===== src/hdl/gpp_pkg.sv =====
// ----------------------------------------------------------------------------
// gpp_pkg: shared types and constants for the fp16 panel packer
// widths and configuration register indexes
// ----------------------------------------------------------------------------
package gpp_pkg;

   localparam int MaxDim    = 4096;
   localparam int CfgWidth  = 13;
   localparam int IdxWidth  = 12;
   localparam int DestWidth = 24;

   typedef enum logic [0:0] {
      CSR_ROW_COUNT = 1'b0,
      CSR_COL_COUNT = 1'b1
   } csr_index_type;

endpackage


===== src/hdl/gpp_half_conv.sv =====
// ----------------------------------------------------------------------------
// gpp_half_conv: binary32 to binary16 conversion, three register stages
// round to nearest even, overflow to infinity, subnormals kept, nan quieted
// ----------------------------------------------------------------------------
module gpp_half_conv (
   input  logic        clock,
   input  logic        en,
   input  logic [31:0] value_bits,
   output logic [15:0] half_bits
);
   import gpp_pkg::*;

   // operand classes
   typedef enum logic [1:0] {
      KIND_NORMAL  = 2'd0,
      KIND_SPECIAL = 2'd1,
      KIND_SUBNORM = 2'd2,
      KIND_ZERO    = 2'd3
   } kind_type;

   // stage 1: classify and pick the shift amount
   logic        sign_ff;
   logic [4:0]  exp_ff;
   logic [22:0] man_ff;
   kind_type    kind_ff;
   logic [15:0] spec_ff;
   logic [4:0]  shift_ff;

   kind_type    kind_in;
   logic [15:0] spec_in;
   logic [7:0]  e_w;
   logic [22:0] m_w;
   logic [7:0]  s_w;

   assign e_w = value_bits[30:23];
   assign m_w = value_bits[22:0];
   assign s_w = 8'd126 - e_w;

   always_comb begin
      kind_in = KIND_NORMAL;
      spec_in = 16'h0000;
      if (e_w == 8'hFF) begin
         kind_in = KIND_SPECIAL;
         spec_in = (m_w != 23'd0) ? {1'b0, 5'h1F, 1'b1, m_w[21:13]} : 16'h7C00;
      end else if (e_w >= 8'd143) begin
         kind_in = KIND_SPECIAL;
         spec_in = 16'h7C00;
      end else if (e_w >= 8'd113) begin
         kind_in = KIND_NORMAL;
      end else if (e_w < 8'd102) begin
         kind_in = KIND_ZERO;
      end else begin
         kind_in = KIND_SUBNORM;
      end
   end

   always_ff @(posedge clock) begin
      if (en) begin
         sign_ff  <= value_bits[31];
         exp_ff   <= e_w[4:0];
         man_ff   <= m_w;
         kind_ff  <= kind_in;
         spec_ff  <= spec_in;
         shift_ff <= s_w[4:0];
      end
   end

   // stage 2: align mantissa, compute round decision
   logic        sign2_ff;
   logic [14:0] base2_ff;
   logic        rnd2_ff;

   logic [23:0] f_w;
   logic [23:0] q_w;
   logic [23:0] r_w;
   logic [23:0] half_w;
   logic [14:0] base_in;
   logic        rnd_in;
   logic [12:0] rem_w;

   assign f_w    = {1'b1, man_ff};
   assign q_w    = f_w >> shift_ff;
   assign half_w = 24'd1 << (shift_ff - 5'd1);
   assign r_w    = f_w & ((24'd1 << shift_ff) - 24'd1);
   assign rem_w  = man_ff[12:0];

   always_comb begin
      base_in = 15'd0;
      rnd_in  = 1'b0;
      case (kind_ff)
         KIND_NORMAL: begin
            base_in = {exp_ff + 5'd16, man_ff[22:13]};
            rnd_in  = (rem_w > 13'h1000) || (rem_w == 13'h1000 && man_ff[13]);
         end
         KIND_SPECIAL: base_in = spec_ff[14:0];
         KIND_SUBNORM: begin
            base_in = q_w[14:0];
            rnd_in  = (r_w > half_w) || (r_w == half_w && q_w[0]);
         end
         default: base_in = 15'd0;
      endcase
   end

   always_ff @(posedge clock) begin
      if (en) begin
         sign2_ff <= sign_ff;
         base2_ff <= base_in;
         rnd2_ff  <= rnd_in;
      end
   end

   // stage 3: apply rounding increment
   logic [15:0] half_ff;

   always_ff @(posedge clock) begin
      if (en) begin
         half_ff <= {sign2_ff, base2_ff + {14'd0, rnd2_ff}};
      end
   end

   assign half_bits = half_ff;

endmodule


===== src/hdl/gemm_panel_pack_fp16_top.sv =====
// ----------------------------------------------------------------------------
// gemm_panel_pack_fp16_top: fp32 to fp16 a-matrix panel packer
// rsp_valid follows start through the valid pipe; throughput: one beat per cycle
// busy is never high, so a start is taken every cycle
// reset clears the valid pipe and returns row_count and col_count to 4
// the receiver cannot stall: each rsp beat shows for exactly one cycle
// ----------------------------------------------------------------------------
module gemm_panel_pack_fp16_top (
   input  logic                           clock,
   input  logic                           reset,
   input  logic                           start,
   output logic                           busy,
   input  logic [31:0]                    req_value_bits,
   input  logic [gpp_pkg::IdxWidth-1:0]   req_row_index,
   input  logic [gpp_pkg::IdxWidth-1:0]   req_col_index,
   input  logic                           csr_valid,
   output logic                           csr_ready,
   input  logic                           csr_index,
   input  logic [gpp_pkg::CfgWidth-1:0]   csr_data,
   output logic                           rsp_valid,
   output logic [gpp_pkg::DestWidth-1:0]  rsp_dest_index,
   output logic [15:0]                    rsp_half_bits,
   output logic                           rsp_out_of_range
);
   import gpp_pkg::*;

   assign busy      = 1'b0;
   assign csr_ready = 1'b1;

   // configuration registers, saturated to the max dimension on write
   logic [CfgWidth-1:0] rows_ff, cols_ff;
   logic [CfgWidth-1:0] sat_in;

   assign sat_in = (csr_data > CfgWidth'(MaxDim)) ? CfgWidth'(MaxDim) : csr_data;

   always_ff @(posedge clock) begin
      if (reset) begin
         rows_ff <= CfgWidth'(4);
         cols_ff <= CfgWidth'(4);
      end else if (csr_valid && csr_ready) begin
         if (csr_index == CSR_ROW_COUNT) rows_ff <= sat_in;
         else                            cols_ff <= sat_in;
      end
   end

   // valid pipe
   logic [2:0] vld_ff;
   logic       acc;
   assign acc = start && !busy;

   always_ff @(posedge clock) begin
      if (reset) vld_ff <= 3'b000;
      else       vld_ff <= {vld_ff[1:0], acc};
   end

   gpp_half_conv u_conv (
      .clock      (clock),
      .en         (1'b1),
      .value_bits (req_value_bits),
      .half_bits  (rsp_half_bits)
   );

   // stage 1: range check, panel base row and height
   logic                oor1_ff;
   logic [IdxWidth-1:0] p1_ff, c1_ff;
   logic [1:0]          hs1_ff;   // height as shift: 0,1,2
   logic [1:0]          off1_ff;
   logic [CfgWidth-1:0] cols1_ff;

   logic [CfgWidth-1:0] full_w;
   logic [IdxWidth-1:0] p_in;
   logic [1:0]          hs_in;
   logic                oor_in;

   assign full_w = {rows_ff[CfgWidth-1:2], 2'b00};
   assign oor_in = ({1'b0, req_row_index} >= rows_ff) || ({1'b0, req_col_index} >= cols_ff);

   always_comb begin
      if ({1'b0, req_row_index} < full_w) begin
         p_in  = {req_row_index[IdxWidth-1:2], 2'b00};
         hs_in = 2'd2;
      end else if (rows_ff[1] && ({1'b0, req_row_index} < full_w + CfgWidth'(2))) begin
         p_in  = full_w[IdxWidth-1:0];
         hs_in = 2'd1;
      end else begin
         p_in  = req_row_index;
         hs_in = 2'd0;
      end
   end

   always_ff @(posedge clock) begin
      oor1_ff  <= oor_in;
      p1_ff    <= p_in;
      c1_ff    <= req_col_index;
      hs1_ff   <= hs_in;
      off1_ff  <= req_row_index[1:0] - p_in[1:0];
      cols1_ff <= cols_ff;
   end

   // stage 2: panel base times row length, column offset
   logic                 oor2_ff;
   logic [DestWidth-1:0] prod2_ff, coff2_ff;

   always_ff @(posedge clock) begin
      oor2_ff  <= oor1_ff;
      prod2_ff <= {12'd0, p1_ff} * {11'd0, cols1_ff};
      coff2_ff <= DestWidth'(({2'b00, c1_ff} << hs1_ff) + {12'd0, off1_ff});
   end

   // stage 3: final sum, forced to zero for an out-of-range beat
   logic                 oor3_ff;
   logic [DestWidth-1:0] dest3_ff;

   always_ff @(posedge clock) begin
      oor3_ff  <= oor2_ff;
      dest3_ff <= oor2_ff ? '0 : prod2_ff + coff2_ff;
   end

   assign rsp_valid        = vld_ff[2];
   assign rsp_dest_index   = dest3_ff;
   assign rsp_out_of_range = oor3_ff;

`ifndef SYNTHESIS
   a_lat : assert property (@(posedge clock) disable iff (reset)
      acc |-> ##3 rsp_valid) else $error("response beat missing");
   a_oor : assert property (@(posedge clock) disable iff (reset)
      rsp_valid && rsp_out_of_range |-> rsp_dest_index == '0)
      else $error("flagged beat has nonzero index");
   a_cfg : assert property (@(posedge clock) disable iff (reset)
      rows_ff <= CfgWidth'(MaxDim) && cols_ff <= CfgWidth'(MaxDim))
      else $error("size register above max");
`endif

endmodule

===== config.mk =====
export PLATFORM = sky130hd
export DESIGN_NAME = gemm_panel_pack_fp16_top
export DESIGN_NICKNAME = d
export VERILOG_FILES = /design/src/hdl/gpp_pkg.sv /design/src/hdl/gpp_half_conv.sv /design/src/hdl/gemm_panel_pack_fp16_top.sv
export SDC_FILE = /design/constraint.sdc
export NUM_CORES = 1
export LEC_CHECK = 0
export BUFFER_PORTS_ARGS = -buffer_cell sky130_fd_sc_hd__clkbuf_2
export CORE_MARGIN = 2
export CORE_UTILIZATION = 50
export CTS_CLUSTER_SIZE = 28
export DETAILED_ROUTE_END_ITERATION = 7
export GPL_TIMING_DRIVEN = 0
export PLACE_DENSITY = 0.76
export SLEW_MARGIN = 20
export SYNTH_ARGS = -nofsm -noshare
export SYNTH_HDL_FRONTEND = slang
export SYNTH_SLANG_ARGS = --single-unit
export TNS_END_PERCENT = 10

===== constraint.sdc =====
create_clock -name clock -period 6.6 [get_ports clock]
set_input_delay 1.32 -clock clock [delete_from_list [all_inputs] [get_ports clock]]
set_output_delay 1.32 -clock clock [all_outputs]
set_load 0.005 [all_outputs]

==> summary.md <==
| Metric | Value |
|---|---|
| Count of cell types in the netlist | `roughly 80` |
| DR vias | `12507` |
| CP max stage cell | `fa_1` |
| Number of vias per cell | `between 5 and 6` |
| Clock transition at the registers of the reported paths | `roughly 0.060 ns` |
| Critical Path Source | `p1_ff[5]` |
| Pin count of the biggest net entering global routing | `14` |
| Critical Path AT | `a little over 6 ns` |
| Maximum vdd drop | `0.191 mV` |
| Primary FF master, synth | `dfxtp_1` |
| CTS tree | `yes` |
| H-tree levels | `1` |
| Die height | `approximately 180 um` |
| Clock Sinks | `216` |
| Pre-antenna DRT Iters | `7` |
| Setup_tns | `0 ns` |
| Num rows | `64` |
| R2R setup slack | `between 0.8 and 0.9 ns` |
| Post-DP Area | `roughly 16000 um2` |
| Achievable frequency | `between 150 and 200 MHz` |
| Boundary Pins | `around 120` |
| R2r worst-path depth | `18` |
| CTS Buffer Depth | `3` |
| CP Buf/Inv Count | `4` |
| Mapped Cells | `1731` |
| Final Cycle Share | `0.873` |
| Async SR Flop Fraction | `0` |
| CTS Buf Count | `24` |
| Clk_lat worst skew | `0.53 ns` |
| Slowest stage delay, CP | `0.59 ns` |
| Non-filler cells, final | `approximately 2300` |
| Gr ovfl total | `0` |
| Initial drt markers | `between 1000 and 1500` |
| CP delay by family, top | `adder cells` |
| Worst setup path class | `flip-flop to flip-flop` |
| Post_cts resized | `0` |
| Drt wl/cell | `17.0 um` |
| Reg-to-Reg End | `prod2_ff[23]` |
| Final instance area | `~17000 um2` |
| #FFs+latches synth | `around 220` |
| Final hold viol count | `0` |
| Post-layout minimum cycle time | `between 5 and 6 ns` |
| Initial antenna violation count | `0` |
| Instance count on the critical path | `18` |
| R2R Path Start | `p1_ff[5]` |
| Initial core utilization | `0.506` |
| Leak | `between 7 and 8 nW` |
| Cell mode on critical path | `fa_1` |
| Gp weighted congestion | `about 1` |
| Postcts setup bufs | `0` |
| Pwr dens | `approximately 230 nW/um2` |
| Die width | `~180 um` |
| Total die area | `32200 um2` |
| Antenna-violating nets left | `0` |
| Synth Warn # | `0` |
| Register area share after synthesis | `0.281` |
| Critical Path, Cell by Cell | `clkbuf_1 -> nand2_1 -> fa_1 -> fa_1 -> fa_1 -> inv_1 -> fa_1 -> inv_1 -> fa_1 -> inv_1 -> ha_1 -> nor3_1 -> o211ai_1 -> a41o_1 -> o21ai_0 -> nand3_1 -> a21oi_1 -> xnor2_1` |
| Root buf cell | `clkbuf_16` |
| WP data required | `7.04 ns` |
| Crit path to | `prod2_ff[23]` |
| Placed Cells incl. Taps | `approximately 2200` |
| Status | `complete, no violations` |
| Hold Buf Count CTS | `0` |
| RSZ-0062 raised after global routing | `false` |
| Syn-to-layout area delta | `12.3%` |
| Share of cells above drive strength 1 | `0.109` |
| Detailed placer's ending HPWL | `about 32000 um` |
| Fin Hold WS | `roughly 0.33 ns` |
| Total track usage | `0.238` |
| Final setup fails | `0` |
| EDFF count, synth | `0` |
| Max_slew headroom | `0.558` |
| Crit path max fanout | `10` |
| CP Capture Type | `flip-flop` |
| CORE AREA | `30400 um2` |
| Worst slew pin tran | `0.660 ns` |
| Nets@finish | `about 2200` |
| Area of the mapped netlist | `15400 um2` |
| Critical Path Source Type | `flip-flop` |
| Final-report max-slew violation count | `0` |
| First-pass GRT wire length | `between 60000 and 70000 um` |
| Mapped Avg Cell Area | `a little under 9 um2` |
| Final Skew | `between 0.02 and 0.025 ns` |
| Max-cap viol count | `0` |
| Hold Path Class | `flip-flop to flip-flop` |
| Vias in the first global route | `about 12000` |
| Drt drc | `0` |
| Detailed-route wire length | `between 30000 and 40000 um` |
| Number of port buffers | `roughly 110` |
| Power Total | `~3.9 mW` |
through the flow:
step	setup slack, ns	util
after floorplan	1.60	-
after global placement	1.07	0.541
after detailed placement	0.981	0.541
after CTS	0.937	0.568
after global routing	0.572	0.568
final	0.841	0.568
flip-flops by register name (all words and copies together), names as in the netlist, 2 cells and up:
| signal | cells |
|---|---|
| u_conv.spec_ff | 11 |
| p1_ff | 12 |
| u_conv.exp_ff | 5 |
| rsp_dest_index | 24 |
| c1_ff | 12 |
| coff2_ff | 16 |
| cols1_ff | 13 |
| rows_ff | 13 |
| hs1_ff | 2 |
| u_conv.half_bits | 16 |
| u_conv.shift_ff | 4 |
| off1_ff | 2 |
| cols_ff | 13 |
| u_conv.base2_ff | 15 |
| u_conv.kind_ff | 2 |
| prod2_ff | 24 |
| vld_ff | 3 |
| u_conv.man_ff | 23 |
synthesized netlist by cell type, drive strengths merged, types with 6 or more instances:
master | count | area share
nor4 | 9 | 0.0037
xnor2 | 40 | 0.023
and2 | 81 | 0.033
a21oi | 93 | 0.030
a21boi | 8 | 0.0039
o22ai | 17 | 0.0069
nand2 | 224 | 0.055
o21ai | 51 | 0.017
a211oi | 16 | 0.0081
mux4 | 9 | 0.013
nor2b | 42 | 0.017
xor2 | 19 | 0.011
fa | 111 | 0.14
buf | 16 | 0.0065
nor3 | 18 | 0.0072
ha | 137 | 0.11
a21o | 19 | 0.0093
nand4 | 10 | 0.0041
dfxtp | 216 | 0.28
nor2 | 89 | 0.022
and3 | 17 | 0.0069
a31oi | 8 | 0.0033
nand3 | 30 | 0.010
or3 | 6 | 0.0031
mux2i | 50 | 0.033
o21a | 15 | 0.0073
o21bai | 6 | 0.0029
nand2b | 17 | 0.0069
mux2 | 21 | 0.015
inv | 206 | 0.050
clkbuf | 59 | 0.014
report_power, final:
group	internal [mW]	switching, mW	total, mW
Clock	0.808	0.528	1.34
Sequential	1.43	0.0776	1.51
Combinational	0.435	0.622	1.06
Total	2.67	1.23	3.90
layer usage:
metal | routed length, um | vias to the layer above | global-route usage
li1 | - | 6004 | -
met3 | 2320 | 84 | 0.0359
met5 | 0 | - | 0
met1 | 16500 | 5964 | 0.305
met4 | 1200 | 0 | 0.0728
met2 | 18800 | 455 | 0.414
worst reg2reg max path: cells and delay by family, from the launching register on:
kind | cells | cell delay, ns
buffers and inverters | 4 | 0.58
AND/OR/NAND/NOR | 3 | 0.59
AO/OA/AOI/OAI | 4 | 1.01
flip-flops | 1 | 0.47
XOR/XNOR | 1 | 0.14
adder cells (fa/ha/maj) | 6 | 2.86
final cells by class:
| type | count | area [um2] |
|---|---|---|
| repair buffers | 114 | 571 |
| flip-flops and latches | 216 | 4320 |
| clock buffers | 33 | 684 |
| diodes | 1 | 2.50 |
| plain buffers | 75 | 322 |
| clock inverters | 9 | 129 |
| well taps | 396 | 495 |
| fillers | 2739 | 13100 |
| inverters | 206 | 773 |
| multi-input cells | 1235 | 9980 |
how the worst min path moves through the flow:
stage / from / to / slack (ns) / cells after the start
after floorplan: oor1_ff / oor2_ff / 0.31 / 0
after global placement: u_conv.sign2_ff / u_conv.half_bits[15] / 0.31 / 0
after detailed placement: u_conv.sign2_ff / u_conv.half_bits[15] / 0.32 / 0
after CTS: u_conv.sign2_ff / u_conv.half_bits[15] / 0.33 / 0
after global routing: u_conv.sign_ff / u_conv.sign2_ff / 0.34 / 0
final: u_conv.sign2_ff / u_conv.half_bits[15] / 0.33 / 0
cells by family after synthesis:
logic type      Yosys count  share of synthesized area
compound gates          280                      0.117
mux                      80                     0.0613
xor+xnor                 59                     0.0336
flops                   216                      0.281
simple gates            565                      0.180
buf+inv                 281                     0.0711
fa+ha+maj               248                      0.256
other cells               2                   0.000488
layout by cell type, fill, tap and decap left out, types with 40 or more instances in the layout:
cell type / instances
a21oi_1: 92
inv_1: 205
mux2i_1: 49
nor2_1: 89
dfxtp_1: 216
ha_1: 137
nand2_1: 223
fa_1: 111
and2_1: 80
clkbuf_2: 114
clkbuf_1: 63
xnor2_1: 40
nor2b_1: 42
Power figures use the tool's default switching activity.
